### src/rtl/fpau_pkg.sv
// Package for the fixed-point arithmetic unit: word sizes, codes, queue and stage types.
// Also holds the shared one-bit divide and square-root step function.
// Depends on nothing.
package fpau_pkg;

  localparam int FRAC_BITS = 16;
  localparam int WORD_BITS = 32;
  localparam int DIV_STEPS = WORD_BITS + FRAC_BITS;
  localparam int RAD_BITS  = 2 * ((DIV_STEPS + 1) / 2);
  localparam int SQ_STEPS  = RAD_BITS / 2;
  localparam int PROD_BITS = 2 * WORD_BITS - FRAC_BITS;
  localparam int MAG_A     = (PROD_BITS > DIV_STEPS) ? PROD_BITS : DIV_STEPS;
  localparam int MAG_BITS  = (MAG_A > WORD_BITS + 1) ? MAG_A : WORD_BITS + 1;
  localparam int LATENCY   = DIV_STEPS + 3;

  localparam logic [MAG_BITS-1:0] MIN_MAG = MAG_BITS'(1) << (WORD_BITS - 1);

  localparam logic [2:0] OP_ADD  = 3'd1;
  localparam logic [2:0] OP_SUB  = 3'd2;
  localparam logic [2:0] OP_MUL  = 3'd3;
  localparam logic [2:0] OP_DIV  = 3'd4;
  localparam logic [2:0] OP_SQRT = 3'd5;

  localparam logic [2:0] ST_OK      = 3'd0;
  localparam logic [2:0] ST_BADOP   = 3'd1;
  localparam logic [2:0] ST_DIVZERO = 3'd2;
  localparam logic [2:0] ST_NEGROOT = 3'd3;
  localparam logic [2:0] ST_SAT     = 3'd4;

  typedef enum logic [1:0] {K_ADD, K_MUL, K_DIV, K_SQRT} kind_t;

  typedef struct packed {
    kind_t                kind;
    logic                 na;
    logic [WORD_BITS-1:0] ma;
    logic                 nb;
    logic [WORD_BITS-1:0] mb;
    logic [2:0]           err;
  } item_t;

  typedef struct packed {
    kind_t                kind;
    logic                 neg;
    logic [2:0]           err;
    logic [DIV_STEPS-1:0] div_num;
    logic [WORD_BITS-1:0] div_rem;
    logic [WORD_BITS-1:0] divisor;
    logic [RAD_BITS-1:0]  sq_rad;
    logic [SQ_STEPS+1:0]  sq_rem;
    logic [SQ_STEPS-1:0]  sq_root;
    logic [MAG_BITS-1:0]  wide;
  } stage_t;

  function automatic stage_t stage_step(input stage_t s, input logic sq_en);
    stage_t               r;
    logic [WORD_BITS:0]   rem_sh;
    logic                 dge;
    logic [SQ_STEPS+3:0]  sr_sh;
    logic [SQ_STEPS+3:0]  trial;
    logic                 sge;
    r      = s;
    rem_sh = {s.div_rem, s.div_num[DIV_STEPS-1]};
    dge    = rem_sh >= {1'b0, s.divisor};
    r.div_rem = dge ? WORD_BITS'(rem_sh - {1'b0, s.divisor}) : rem_sh[WORD_BITS-1:0];
    r.div_num = {s.div_num[DIV_STEPS-2:0], dge};
    if (sq_en) begin
      sr_sh = {s.sq_rem, s.sq_rad[RAD_BITS-1 -: 2]};
      trial = {2'b00, s.sq_root, 2'b01};
      sge   = sr_sh >= trial;
      r.sq_rem  = sge ? (SQ_STEPS+2)'(sr_sh - trial) : sr_sh[SQ_STEPS+1:0];
      r.sq_rad  = {s.sq_rad[RAD_BITS-3:0], 2'b00};
      r.sq_root = {s.sq_root[SQ_STEPS-2:0], sge};
    end
    return r;
  endfunction

endpackage

### src/rtl/fpau_front.sv
// Front end of the fixed-point unit: splits operands into sign and magnitude and classifies
// the opcode and error cases into one queue word. Depends on fpau_pkg.
module fpau_front (
  input  logic                          start,
  input  logic                          full,
  input  logic [2:0]                    op,
  input  logic [fpau_pkg::WORD_BITS-1:0] operand_a,
  input  logic [fpau_pkg::WORD_BITS-1:0] operand_b,
  output logic                          push,
  output fpau_pkg::item_t               item
);
  import fpau_pkg::*;

  logic na, nb;
  logic [WORD_BITS-1:0] ma, mb;

  assign na = operand_a[WORD_BITS-1];
  assign nb = operand_b[WORD_BITS-1];
  assign ma = na ? WORD_BITS'(~operand_a + 1'b1) : operand_a;
  assign mb = nb ? WORD_BITS'(~operand_b + 1'b1) : operand_b;
  assign push = start && !full;

  always_comb begin
    item.na   = na;
    item.ma   = ma;
    item.nb   = nb;
    item.mb   = mb;
    item.kind = K_ADD;
    item.err  = ST_OK;
    unique case (op)
      OP_ADD: item.kind = K_ADD;
      OP_SUB: begin
        item.kind = K_ADD;
        item.nb   = !nb;
      end
      OP_MUL: item.kind = K_MUL;
      OP_DIV: begin
        item.kind = K_DIV;
        if (mb == '0) item.err = ST_DIVZERO;
      end
      OP_SQRT: begin
        item.kind = K_SQRT;
        if (na) item.err = ST_NEGROOT;
      end
      default: item.err = ST_BADOP;
    endcase
  end
endmodule

### config.mk
export PLATFORM = sky130hd
export DESIGN_NAME = fpau_front
export DESIGN_NICKNAME = d
export VERILOG_FILES = /design/src/rtl/fpau_pkg.sv /design/src/rtl/fpau_front.sv
export SDC_FILE = /design/constraint.sdc
export NUM_CORES = 1
export LEC_CHECK = 0
export BUFFER_PORTS_ARGS = -buffer_cell sky130_fd_sc_hd__buf_4
export CAP_MARGIN = 30
export CORE_MARGIN = 3
export CORE_UTILIZATION = 40
export DETAILED_ROUTE_END_ITERATION = 16
export GPL_TIMING_DRIVEN = 0
export PLACE_DENSITY = 0.81
export REMOVE_ABC_BUFFERS = 1
export SETUP_SLACK_MARGIN = 0.05
export SLEW_MARGIN = 20
export SYNTH_ARGS = -nofsm -noshare
export SYNTH_HDL_FRONTEND = slang
export SYNTH_SLANG_ARGS = --single-unit
### constraint.sdc
create_clock -name vclk -period 2.6
set_clock_uncertainty 0.2 [all_clocks]
set_input_delay 0.13 -clock vclk [all_inputs]
set_output_delay 0.13 -clock vclk [all_outputs]
set_load 0.01 [all_outputs]
==> metrics, run 1 <==
final setup fails=9; core area=4820 um^2; failing checks=negative setup slack; Multi-input gate area=2170 um^2; Final Wtd Congestion=0.883; critical path fanouts, max=7; Remaining DRCs=0; I/O Pins=141; ant diodes=0; Req. time, crit path=2270 ps; Filler Cell Count=394; Place WS=-569 ps; fin crit share=110%; Leakage Power=0.00141 uW; Global Route Usage Sum=25.0%; GRT met1 Usage=30.0%; total grt overflow=0; RSZ-0062 raised after global routing=true; status=finished with violations; clkbuf count=0; Die ar.=5970 um^2; Fin. Hold Viols=0; Netlist Area Pre-Place=2030 um^2; Worst IR Drop VDD=0.000144 V; vias in the first global route=2,693; met2 global-route usage=46.4%; syn_area_per_cell=7.06 um^2; Reg area=0 um^2; post-synthesis cell count=288; CP startpoint kind=input port; crit-path most repeated cell=buf_4; Final min period=2860 ps; drt pass-1 iters=4; Max Slew Vio Count=0; slowest stage delay, CP=590 ps; placed inst area=3060 um^2; Achievable Freq=0.349 GHz; final hold slack=288 ps; Top Family by Delay on Critical Path=simple AND/OR/NAND/NOR gates; # rows=25; PwrDens=180 nW/um^2; CP arrival=2530 ps; distinct cell type count after synthesis=66; wire length per cell=16.5 um; die extent in x=77.3 um; WL final=8120 um; crit path cell chain=buf_4, or4_4, or4b_4, o41ai_4, xnor2_2, a311oi_2, nand4_1, nand2_1, buf_4; final net count=497; Seq/Total Area, Yosys=0%; MaxCap Viol Count=0; critical path class=in -> out; largest net degree at the start of global routing=49; initial antenna violation count=0; dpl hpwl=5860 um; via count=2,871; worst min-delay path class=in -> out; P&R area growth vs syn=72.4%; Max stage delay cell, worst path=or4_4; FF+latch count=0; worst-margin pin slew=682 ps; Final Cell Area=3500 um^2; overall power=629 uW; Relative slew margins=54.2%; share of cells above drive strength 1=49.3%; yosys warns=0; vias per cell=5.85; number of hold buffers added after cts=0; total negative slack=-1460 ps; Post-DRT Antenna Nets=0; GRT busiest layer=met2; Iter 0 DRT Violations=178; Starting Density=42.2%; first-pass GRT wire length=12,900 um; die height=77.3 um; CP Capture Type=output port; met3 usage=3.99%; critical path buffer and inverter count=2; Buffers on Ports=140; final setup margin=-263 ps
## final cells by class
| type | instances | share of cell area (%) |
|---|---|---|
| Inverter | 8 | 0.857 |
| Tap cell | 67 | 2.39 |
| Timing Repair Buffer | 157 | 34.9 |
| Multi-Input combinational cell | 259 | 61.8 |
## what timing repair did
| action | CTS | global route |
|---|---|---|
| gates resized for setup | 31 | 24 |
| gates cloned | 1 | 0 |
| pin swaps | 18 | 12 |
| setup endpoints to repair | 22 | 13 |
| buffers inserted | 11 | 6 |
## cell usage in the layout (no fill, tap or decap), types with 3 or more instances in the layout
cell type,n
nor2_1,8
nand2_1,25
a21oi_1,4
nor4_1,9
nor2b_1,5
or3_1,7
xnor2_2,3
o31ai_1,10
or4_1,8
xnor2_1,49
o41ai_4,5
a31oi_1,4
nand2b_1,7
o31ai_2,3
buf_6,8
buf_4,147
inv_1,7
o41ai_1,3
nor3_1,13
o21ai_0,17
nand4_1,5
nor4_4,5
or4_4,7
and3_1,3
or3_4,5
xor2_1,4
## routing by layer
metal | part of all wire, % | routed length, um | vias to the layer above
li1 | - | - | 1380
met4 | 3.0 | 245 | 0
met3 | 8.8 | 712 | 24
met5 | 0 | 0 | -
met1 | 38 | 3070 | 1309
met2 | 50 | 4100 | 158
## through the flow
step | util (%) | cells
2_1_floorplan | - | 266
3_3_place_gp | 63.5 | 473
3_5_place_dp | 63.5 | 473
4_1_cts | 69.1 | 485
5_1_grt | 72.7 | 491
6_report | 72.7 | 491
## power by group
part | internal [uW] | switching, uW
registers | 0 | 0
clock network | 0 | 0
logic | 318 | 311
## worst paths after layout
check	slack (ps)	cells after the start	end	from
setup / recovery	-260	9	item[1]	operand_b[19]
hold / removal	290	2	item[36]	operand_a[0]
## Yosys cell counts (all sizes together) (8+ instances only)
| cell type | number | share of area (%) |
|---|---|---|
| nor4 | 16 | 6.3 |
| o21ai | 20 | 4.9 |
| xnor2 | 52 | 22 |
| buf | 8 | 2.6 |
| nor3 | 13 | 3.2 |
| or4 | 14 | 6.1 |
| nand2 | 26 | 4.8 |
| nor2 | 8 | 1.5 |
| o31ai | 14 | 5.4 |
| o41ai | 8 | 5.1 |
| or3 | 12 | 4.7 |
| clkbuf | 14 | 2.6 |
## cells by family (layout without fill, tap and decap cells)
kind of cell,after synthesis,count (layout),synth area share (%)
and+or+nand+nor,128,129,40.6
AOI/OAI and AO/OA,69,69,26.0
xor gates and xnor gates,56,56,24.1
buffers and inverters,30,165,6.71
adders and majority gates,2,2,1.23
muxes,2,2,1.05
other,1,1,0.185
Power figures use the tool's default switching activity.
==> run 2: changes to the inputs <==
CORE_UTILIZATION = 44   (was 40)
PLACE_DENSITY = 0.85   (was 0.81)
clock period = 3.1 ns   (was 2.6 ns; I/O delays follow)
==> metrics, run 2 (synthesis gave the netlist of run 1 again) <==
status=completed; wire length per cell=16.3 um; slowest stage delay, CP=600 ps; Global Route Usage Sum=24.5%; final hold slack=320 ps; initial antenna violation count=0; Achievable Freq=0.324 GHz; vias in the first global route=2,463; first-pass GRT wire length=11,200 um; placed inst area=3040 um^2; WHS Endpoint=item[36]; crit path cell chain=buf_4, or4_4, or4_4, buf_4, or3_1, o221ai_2, nor4b_2, nand4_1, nand2_1, buf_4; drt pass-1 iters=4; via count=2,796; Final min period=3090 ps; critical path class=in -> out; dpl hpwl=5750 um; PwrDens=154 nW/um^2; Max Slew Vio Count=0; CP arrival=2730 ps; worst min-delay path class=in -> out; Final Cell Area=3230 um^2; RSZ-0062 raised after global routing=true; Worst IR Drop VDD=0.000125 V; Hold Startpoint=operand_a[0]; core area=4410 um^2; MaxCap Viol Count=0; Int Pwr=253 uW; commonest non-fill, non-tap cell in the layout=buf_4; NetSw=246 uW; most frequent cells in the layout=buf_4, xnor2_1, nand2_1; critical path fanouts, max=8; Final Wtd Congestion=0.882; ant diodes=0; CP Capture Type=output port; final setup fails=0; Max stage delay cell, worst path=or4_4; Reg area=0 um^2; Iter 0 DRT Violations=344; # rows=24; final core occ=73.3%; Remaining DRCs=0; final net count=487; WL final=7620 um; Starting Density=46.0%; largest net degree at the start of global routing=49; P&R area growth vs syn=59.2%; Buffers on Ports=140; Comb power frac=100.0%; final setup margin=13.9 ps; worst-margin pin slew=632 ps; FF+latch count=0; Req. time, crit path=2740 ps; crit path launch=operand_b[12]; vias per cell=6.00; Die ar.=5470 um^2; I/O Pins=141; share of cells above drive strength 1=45.2%; Leakage Power=0.00130 uW; Place WS=-229 ps; clock share of power=0%; clkbuf count=0; die extent in x=74.0 um; die height=74.0 um; Post-DRT Antenna Nets=0; Reg power frac=0%; Sw Ratio=49.3%; Relative slew margins=57.5%; CP startpoint kind=input port; fin crit share=99.6%; Fin. Hold Viols=0; total grt overflow=0; cell depth of the worst hold path=2; crit-path most repeated cell=buf_4
[run 2: cell types whose count changed in the layout (fill, tap and decap cells not counted), sizes merged]
cell  previous run  this run
buf            157       148
or4             15        14
[run 2: worst max-delay path, delay by kind of cell]
family	cells	cell delay, ps
buf+inv	3	490
simple gates	6	1860
compound gates	1	220
[run 2: how the worst max path moves through the flow]
stage,slack (ps),cells past startpoint,endpoint
after floorplan,430,5,item[67]
after global placement,-220,11,item[1]
after global routing,-40,10,item[1]
after CTS,140,8,item[65]
final,10,10,item[1]
after detailed placement,-230,11,item[1]
[run 2: timing repair]
action | CTS | global route
endpoints found under the setup margin | 2 | 4
resized for setup | 4 | 19
pin swaps | 1 | 9
cloned | 0 | 0
hold endpoints to repair | 0 | 0
buffers inserted | 2 | 6
hold buffers | 0 | 0
[run 2: layer usage]
metal	GRT usage, %	up-vias	share of wire, %
li1	-	1355	-
met2	43.9	162	48
met5	0	-	0
met4	4.83	0	2.4
met1	30.3	1261	37
met3	5.00	18	12
[run 2: layout make-up]
| type | count | area (um^2) |
|---|---|---|
| well taps | 52 | 65.1 |
| fillers | 379 | 1180 |
| multi-input cells | 258 | 2020 |
| inverters | 8 | 30.0 |
| repair buffers | 148 | 1110 |
[run 2: power groups by stage]
| stage | clock [uW] | combinational [uW] | sequential, uW |
|---|---|---|---|
| 6_report | 0 | 499 | 0 |
| 5_1_grt | 0 | 539 | 0 |
| 4_1_cts | 0 | 485 | 0 |
| 3_5_place_dp | 0 | 482 | 0 |
| 3_3_place_gp | 0 | 475 | 0 |
| 2_1_floorplan | 0 | 197 | 0 |
[run 2: through the flow]
stage,std cells,power [uW],setup TNS (ps)
after floorplan,266,197,0
after global placement,458,475,-220
after detailed placement,458,482,-263
after CTS,460,485,0
after global routing,466,539,-43.5
final,466,499,0
