===== src/rtl/fpau_pkg.sv =====
// Package for the fixed-point arithmetic unit: word sizes, codes, queue and stage types.
// Also holds the shared one-bit divide and square-root step function.
// Depends on nothing.
package fpau_pkg;

  localparam int FRAC_BITS = 16;
  localparam int WORD_BITS = 32;
  localparam int DIV_STEPS = WORD_BITS + FRAC_BITS;
  localparam int RAD_BITS  = 2 * ((DIV_STEPS + 1) / 2);
  localparam int SQ_STEPS  = RAD_BITS / 2;
  localparam int PROD_BITS = 2 * WORD_BITS - FRAC_BITS;
  localparam int MAG_A     = (PROD_BITS > DIV_STEPS) ? PROD_BITS : DIV_STEPS;
  localparam int MAG_BITS  = (MAG_A > WORD_BITS + 1) ? MAG_A : WORD_BITS + 1;
  localparam int LATENCY   = DIV_STEPS + 3;

  localparam logic [MAG_BITS-1:0] MIN_MAG = MAG_BITS'(1) << (WORD_BITS - 1);

  localparam logic [2:0] OP_ADD  = 3'd1;
  localparam logic [2:0] OP_SUB  = 3'd2;
  localparam logic [2:0] OP_MUL  = 3'd3;
  localparam logic [2:0] OP_DIV  = 3'd4;
  localparam logic [2:0] OP_SQRT = 3'd5;

  localparam logic [2:0] ST_OK      = 3'd0;
  localparam logic [2:0] ST_BADOP   = 3'd1;
  localparam logic [2:0] ST_DIVZERO = 3'd2;
  localparam logic [2:0] ST_NEGROOT = 3'd3;
  localparam logic [2:0] ST_SAT     = 3'd4;

  typedef enum logic [1:0] {K_ADD, K_MUL, K_DIV, K_SQRT} kind_t;

  typedef struct packed {
    kind_t                kind;
    logic                 na;
    logic [WORD_BITS-1:0] ma;
    logic                 nb;
    logic [WORD_BITS-1:0] mb;
    logic [2:0]           err;
  } item_t;

  typedef struct packed {
    kind_t                kind;
    logic                 neg;
    logic [2:0]           err;
    logic [DIV_STEPS-1:0] div_num;
    logic [WORD_BITS-1:0] div_rem;
    logic [WORD_BITS-1:0] divisor;
    logic [RAD_BITS-1:0]  sq_rad;
    logic [SQ_STEPS+1:0]  sq_rem;
    logic [SQ_STEPS-1:0]  sq_root;
    logic [MAG_BITS-1:0]  wide;
  } stage_t;

  function automatic stage_t stage_step(input stage_t s, input logic sq_en);
    stage_t               r;
    logic [WORD_BITS:0]   rem_sh;
    logic                 dge;
    logic [SQ_STEPS+3:0]  sr_sh;
    logic [SQ_STEPS+3:0]  trial;
    logic                 sge;
    r      = s;
    rem_sh = {s.div_rem, s.div_num[DIV_STEPS-1]};
    dge    = rem_sh >= {1'b0, s.divisor};
    r.div_rem = dge ? WORD_BITS'(rem_sh - {1'b0, s.divisor}) : rem_sh[WORD_BITS-1:0];
    r.div_num = {s.div_num[DIV_STEPS-2:0], dge};
    if (sq_en) begin
      sr_sh = {s.sq_rem, s.sq_rad[RAD_BITS-1 -: 2]};
      trial = {2'b00, s.sq_root, 2'b01};
      sge   = sr_sh >= trial;
      r.sq_rem  = sge ? (SQ_STEPS+2)'(sr_sh - trial) : sr_sh[SQ_STEPS+1:0];
      r.sq_rad  = {s.sq_rad[RAD_BITS-3:0], 2'b00};
      r.sq_root = {s.sq_root[SQ_STEPS-2:0], sge};
    end
    return r;
  endfunction

endpackage


===== src/rtl/fpau_queue.sv =====
// Two-word queue between the front end and the execution pipeline.
// Depends on fpau_pkg.
module fpau_queue (
  input  logic            clk,
  input  logic            rst,
  input  logic            push,
  input  fpau_pkg::item_t wr_item,
  input  logic            pop,
  output logic            q_valid,
  output logic            full,
  output fpau_pkg::item_t rd_item
);
  import fpau_pkg::*;

  item_t      mem [2];
  logic       wr_ptr, rd_ptr;
  logic [1:0] count;

  assign q_valid = count != 2'd0;
  assign full    = count == 2'd2;
  assign rd_item = mem[rd_ptr];

  always_ff @(posedge clk) begin
    if (push) mem[wr_ptr] <= wr_item;
    if (rst) begin
      wr_ptr <= 1'b0;
      rd_ptr <= 1'b0;
      count  <= 2'd0;
    end else begin
      if (push) wr_ptr <= !wr_ptr;
      if (pop && q_valid) rd_ptr <= !rd_ptr;
      count <= count + 2'(push) - 2'(pop && q_valid);
    end
  end
endmodule


===== config.mk =====
export PLATFORM = sky130hd
export DESIGN_NAME = fpau_queue
export DESIGN_NICKNAME = d
export VERILOG_FILES = /design/src/rtl/fpau_pkg.sv /design/src/rtl/fpau_queue.sv
export SDC_FILE = /design/constraint.sdc
export NUM_CORES = 1
export LEC_CHECK = 0
export BUFFER_PORTS_ARGS = -buffer_cell sky130_fd_sc_hd__buf_2
export CAP_MARGIN = 15
export CORE_ASPECT_RATIO = 0.9
export CORE_MARGIN = 10
export CORE_UTILIZATION = 40
export CTS_CLUSTER_SIZE = 8
export DETAILED_ROUTE_END_ITERATION = 10
export GPL_TIMING_DRIVEN = 0
export PLACE_DENSITY = 0.71
export RECOVER_POWER = 50
export SLEW_MARGIN = 40
export SYNTH_ARGS = -nofsm -noshare
export SYNTH_HDL_FRONTEND = slang
export SYNTH_SLANG_ARGS = --single-unit

===== constraint.sdc =====
create_clock -name clk -period 6.6 [get_ports clk]
set_clock_uncertainty 0.1 [all_clocks]
set_input_delay 0.99 -clock clk [delete_from_list [all_inputs] [get_ports clk]]
set_output_delay 0.99 -clock clk [all_outputs]
set_load 0.1 [all_outputs]

==> results.sh, run 1 <==
export IMPL_synthCells=244
export IMPL_netlist_area_mm2=0.005720
export IMPL_crit_start="push"
export IMPL_start_kind="primary input"
export IMPL_max_stage_delay_ps=1800
export IMPL_swShare_pct=37.73
export IMPL_layout_commonest_cell="edfxtp_1"
export IMPL_power_mw=3.492
export IMPL_p_seq_share_pct=31.9
export IMPL_drive_above_1_share_pct=52.80
export IMPL_worstPathMaxFanout=37
export IMPL_arrival_ps=3290
export IMPL_reg2reg_from="wr_ptr$_SDFFE_PP0P_"
export IMPL_ys_warn_count=0
export IMPL_routedWlPerCell_um=17.36
export IMPL_critPathBufInv=2
export IMPL_violations="max-capacitance violations, max-slew violations"
export IMPL_pin_count=148
export IMPL_drt_pass1_iter_count=4
export IMPL_internal_power_mw=2.174
export IMPL_ys_ff_latch=147
export IMPL_crit_slowest_cell="and2_0"
export IMPL_cts_tree="built"
export IMPL_drc=0
export IMPL_ant_nets=0
export IMPL_grt_pass1_vias=3119
export IMPL_outcome="complete, but fails checks"
export IMPL_syn_to_final_growth_pct=30.12
export IMPL_irDropWorstVdd_v=0.0002550
export IMPL_numCtsBuffers=17
export IMPL_vias=2757
export IMPL_hpwlAfterDp_um=7922
export IMPL_antenna_found_initial=0
export IMPL_placed_cells=589
export IMPL_synth_area_per_cell_um2=23.44
export IMPL_initial_core_util_pct=40.85
export IMPL_grt_setup_unrepaired="no"
export IMPL_gp_congestion=0.6926
export IMPL_whs_path_depth=2
export IMPL_finalCritPeriodShare_pct=49.96
export IMPL_required_ps=6590
export IMPL_cts_buffer_depth=2
export IMPL_crit_family="simple AND/OR/NAND/NOR gates"
export IMPL_fin_cells=621
export IMPL_cts_root_buf="clkbuf_16"
export IMPL_slew_headroom_pct=-61.91
export IMPL_grt_max_degree=38
export IMPL_grt_pass1_wl_um=17030
export IMPL_power_switching_mw=1.318
export IMPL_drtIter0Drc=58
export IMPL_hp_class="flop to flop"
export IMPL_coreArea_mm2=0.01400
export IMPL_seq_area_frac_synth_pct=76.29
export IMPL_mostFrequentLayoutCells="edfxtp_1, buf_2, mux2_4"
export IMPL_path_cells="clkbuf_1 > and2_0 > buf_12"
export IMPL_diodes=0
export IMPL_hold_viol=0
export IMPL_via_per_inst=4.440
export IMPL_port_buffers=147
export IMPL_grt_usage_pct=11.26
export IMPL_end_kind="flop"
export IMPL_die_height_um=133.5
export IMPL_path_clk_slew_ps=50
export IMPL_crit_cells=3
export IMPL_timing_fmax_mhz=303.2
export IMPL_reg2reg_depth=2
export IMPL_slew_violations=46
export IMPL_leakage_nw=2.878
export IMPL_finalSetupViolCount=0
export IMPL_worstSkewPairLatency_ps=410
export IMPL_syn_nets=321
export IMPL_ctsResizeCount=0
export IMPL_die_area_mm2=0.01949
export IMPL_fp_dieW_um=146.1
export IMPL_cts_sinks=147
export IMPL_crit_type="primary input to flop"
export IMPL_max_cap_viol_count=2
export IMPL_fillCellCount=1149
export IMPL_clockPowerShare_pct=31.0
export IMPL_combPwrFrac_pct=37.1
export IMPL_cts_setup_buffers=0
export IMPL_finalWirelength_um=10780
export IMPL_worstMarginPinSlew_ps=2427
export IMPL_hp_start="wr_ptr$_SDFFE_PP0P_"
export IMPL_yosysUniqueCellTypes=15
export IMPL_h_tree_depth=4
export IMPL_finalCriticalPeriod_ps=3298
export IMPL_power_per_cell_area_mw_per_mm2=469.2
export IMPL_num_rows=41
export IMPL_gr_total_overflow=0
export IMPL_nets=492
export IMPL_ctsHoldBuffers=0
## cell families after synthesis
family                     Yosys count  share of synthesized area [%]
buffers and inverters               10                          2.778
and+or+nand+nor                      9                         0.8531
adders and majority gates            2                         0.4374
AOI/OAI and AO/OA                    1                         0.1313
DFF                                147                          76.29
muxes                               73                          18.96
xor gates and xnor gates             2                         0.5468
## state kept, by name, summed over array words and instances, names as in the netlist, named ones only
register,flops
wr_ptr,1
rd_ptr,1
count,2
mem,142
## final cells by class
cell class                 count  area, µm²  area share, %
sequential                   147       4364          58.63
multi-input combinational     87       1197          16.09
timing repair buffer         152      810.8          10.89
clock buffer                  20      436.7          5.867
tap                          193      241.5          3.244
clock inverter                12      234.0          3.143
buffer                         8      151.4          2.034
inverter                       2      7.507         0.1009
## cells in the mapped netlist
cell,number,area (µm²)
and2_1,1,6.260
buf_12,7,140.1
buf_6,1,11.26
dfxtp_1,5,100.1
edfxtp_1,142,4264
ha_1,2,25.02
inv_1,2,7.510
mux2_2,3,33.78
mux2_4,70,1051
nor2_1,3,11.26
nor2b_1,4,25.02
o21a_1,1,7.510
or2_2,1,6.260
xnor2_1,1,8.760
xnor3_1,1,22.52
## per-stage QoR
step / TNS, ps / hold slack (ps) / setup slack [ps] / utilization (%) / instance area (µm²)
final: 0 / 446.3 / 3302 / 53.15 / 7443
after global routing: 0 / 503.5 / 3049 / 53.15 / 7443
after CTS: 0 / 500.1 / 3729 / 53.52 / 7496
after detailed placement: 0 / 485.4 / 4161 / 48.74 / 6825
after global placement: -1541 / 412.9 / -25.40 / 47.82 / 6698
after floorplan: 0 / 396.5 / 1887 / - / 5720
## routing by layer
layer	global-route usage, %	vias to the layer above	wire length (µm)
li1	-	1304	-
met5	0	-	0
met1	12.04	1352	4208
met4	4.667	0	109
met3	6.229	7	1022
met2	18.21	94	5439
## power by group through the flow
stage	Sequential (mW)	Clock [mW]	Combinational, mW
floorplan	1.13	0	1.13
finish	1.12	1.08	1.29
CTS	1.12	1.11	1.31
detailed placement	1.14	0	1.31
global route	1.12	1.15	1.34
global placement	1.14	0	1.29
## worst paths after layout
| path | end | slack [ps] |
|---|---|---|
| worst max-delay path | mem[1][46]$_DFFE_PP_ | 3300 |
| worst min-delay path | wr_ptr$_SDFFE_PP0P_ | 450 |
| worst max register to register | mem[1][46]$_DFFE_PP_ | 3710 |
| worst min register to register | wr_ptr$_SDFFE_PP0P_ | 450 |
## worst min-delay path, delay by kind of cell, from the launching register on
family           cells  cell delay [ps]
flip-flops           1              350
AND/OR/NAND/NOR      1               70
XOR/XNOR             1               80
Power figures use the tool's default switching activity.
==> run 2, diff against run 1 <==
- ABC_AREA: not set -> 1
- PLACE_DENSITY: 0.71 -> 0.74
- clock period: 6.6 -> 3 ns (I/O delays scaled with it)
==> run 2 against run 1 <==
  * The flow now finishes without violations
  * Hold slack worse by 320 ps
  * Setup slack worse by 2600 ps
  * Die area hardly changed
  * Register-to-register slack worse by 3000 ps
  * Clock power is 74% higher
  * Largest power group unchanged
==> results.sh, run 2 <==
export IMPL_routedWlPerCell_um=17.76
export IMPL_seq_area_frac_synth_pct=76.34
export IMPL_syn_nets=334
export IMPL_route_met3_wl_um=1131
export IMPL_slew_violations=0
export IMPL_placed_cells=602
export IMPL_timing_fmax_mhz=437.6
export IMPL_layout_commonest_cell="edfxtp_1"
export IMPL_start_kind="flop"
export IMPL_reg_largest_list="mem x142, count x2"
export IMPL_finalCritPeriodShare_pct=76.18
export IMPL_initial_core_util_pct=40.82
export IMPL_cts_buffer_depth=2
export IMPL_drive_above_1_share_pct=48.75
export IMPL_ys_warn_count=0
export IMPL_slew_headroom_pct=15.05
export IMPL_ys_ff_latch=147
export IMPL_timing_setup_tns_ps=0
export IMPL_met1_length_um=4088
export IMPL_yosysUniqueCellTypes=13
export IMPL_ys_flop_type="edfxtp_1"
export IMPL_via_per_inst=4.527
export IMPL_leakage_nw=2.804
export IMPL_synth_area_per_cell_um2=22.24
export IMPL_final_util_pct=51.84
export IMPL_antenna_found_initial=1
export IMPL_arrival_ps=1740
export IMPL_drc=0
export IMPL_synth_most_common_cell="edfxtp_1"
export IMPL_place_area_mm2=0.006824
export IMPL_power_mw=6.996
export IMPL_nets=505
export IMPL_ctsResizeCount=0
export IMPL_fin_cells=634
export IMPL_hold_viol=0
export IMPL_grt_max_degree=41
export IMPL_grt_pass1_wl_um=17260
export IMPL_yosysTopAreaCellShare_pct=74.59
export IMPL_largest_reg_flops=142
export IMPL_end_kind="output port"
export IMPL_numCtsBuffers=17
export IMPL_synth_area_leaders="edfxtp_1, mux2_4, buf_12, dfxtp_1, nor2_1"
export IMPL_synthArstFlopShare_pct=0
export IMPL_worstSkewPairLatency_ps=410
export IMPL_worstPathMaxFanout=10
export IMPL_gp_congestion=0.7046
export IMPL_fp_dieW_um=146.0
export IMPL_die_area_mm2=0.01948
export IMPL_grt_usage_pct=11.67
export IMPL_power_per_cell_area_mw_per_mm2=963.8
export IMPL_worstMarginPinSlew_ps=1274
export IMPL_irDropWorstVdd_v=0.0005589
export IMPL_grt_setup_unrepaired="no"
export IMPL_netlist_area_mm2=0.005717
export IMPL_synth_commonest_cells="edfxtp_1, mux2_4, nor2_1"
export IMPL_crit_type="flop to output port"
export IMPL_cts_tree="built"
export IMPL_die_height_um=133.4
export IMPL_finalSetupViolCount=0
export IMPL_h_tree_depth=4
export IMPL_wl_met2_um=5882
export IMPL_fillCellCount=1161
export IMPL_drt_pass1_iter_count=4
export IMPL_reg2reg_slack_ps=760
export IMPL_synth_edf_count=142
export IMPL_required_ps=2450
export IMPL_max_cap_viol_count=0
export IMPL_vias=2870
export IMPL_grt_pass1_vias=3181
export IMPL_coreArea_mm2=0.01400
export IMPL_cts_sinks=147
export IMPL_routed_top_layer="met5"
export IMPL_synth_top_area_cell="edfxtp_1"
export IMPL_diodes=0
export IMPL_pin_count=148
export IMPL_ant_nets=0
export IMPL_num_rows=41
export IMPL_port_buffers=147
export IMPL_hpwlAfterDp_um=8193
export IMPL_hp_class="primary input to flop"
export IMPL_finalCriticalPeriod_ps=2285
export IMPL_cts_setup_buffers=0
export IMPL_outcome="finished, final reports clean"
export IMPL_synthCells=257
export IMPL_drtIter0Drc=79
export IMPL_regMostFlops="mem"
export IMPL_mostFrequentLayoutCells="edfxtp_1, buf_2, mux2_4"
export IMPL_syn_to_final_growth_pct=26.99
export IMPL_fin_area_mm2=0.007259
export IMPL_finalWirelength_um=11260
export IMPL_gr_total_overflow=0
export IMPL_cts_root_buf="clkbuf_16"
export IMPL_path_clk_slew_ps=60
export IMPL_ctsHoldBuffers=0
==> run 2: path summary, 6_finish.rpt <==
kind / from / end / cells past startpoint
setup / recovery: flop / rd_item[60] / 4
hold / removal: wr_item[4] / mem[0][4]$_DFFE_PP_ / 1
setup reg to reg: wr_ptr$_SDFFE_PP0P_ / mem[0][55]$_DFFE_PP_ / 3
hold reg to reg: rd_ptr$_SDFFE_PP0P_ / flop / 2
==> run 2: worst max-delay path, stage by stage, from the launching register on <==
cell and delay [ps]:
dfxtp_1 320, buf_6 210, buf_12 180, mux2_4 310
buf_2 300
==> run 2: metal layers <==
| layer | vias to the layer above | global-route usage [%] |
|---|---|---|
| li1 | 1341 | - |
| met3 | 12 | 6.432 |
| met2 | 110 | 20.04 |
| met1 | 1405 | 11.58 |
| met5 | - | 0 |
| met4 | 2 | 4.667 |
==> run 2: per-stage QoR <==
step / hold WS (ps) / setup WS, ps
CTS: 89.71 / 649.9
finish: 124.7 / 714.6
global placement: 385.9 / -1047
floorplan: 367.5 / 161.7
detailed placement: 399.4 / 1116
global route: 98.91 / 590.2
==> run 2: cells by family (layout without fill, tap and decap cells) <==
logic type / Yosys count / after routing / synth area share (%)
compound gates: 1 / 1 / 0.08746
fa+ha+maj: 2 / 2 / 0.4377
buf+inv: 17 / 201 / 3.239
mux: 71 / 71 / 18.58
flops: 147 / 147 / 76.34
simple gates: 19 / 19 / 1.313
==> run 2: power breakdown <==
group | internal [mW] | leakage [nW] | switching [mW]
Combinational | 0.664 | 1.18 | 2.02
Sequential | 2.39 | 1.37 | 0.0379
Clock | 1.12 | 0.250 | 0.757
==> run 2: final cells by class <==
type / count / area, µm² / share of cell area, %
plain buffers: 8 / 151.4 / 2.085
multi-input cells: 93 / 1167 / 16.08
well taps: 193 / 241.5 / 3.326
inverters: 9 / 38.79 / 0.5343
repair buffers: 152 / 768.2 / 10.58
clock inverters: 12 / 91.34 / 1.258
clock buffers: 20 / 436.7 / 6.015
flip-flops and latches: 147 / 4364 / 60.12
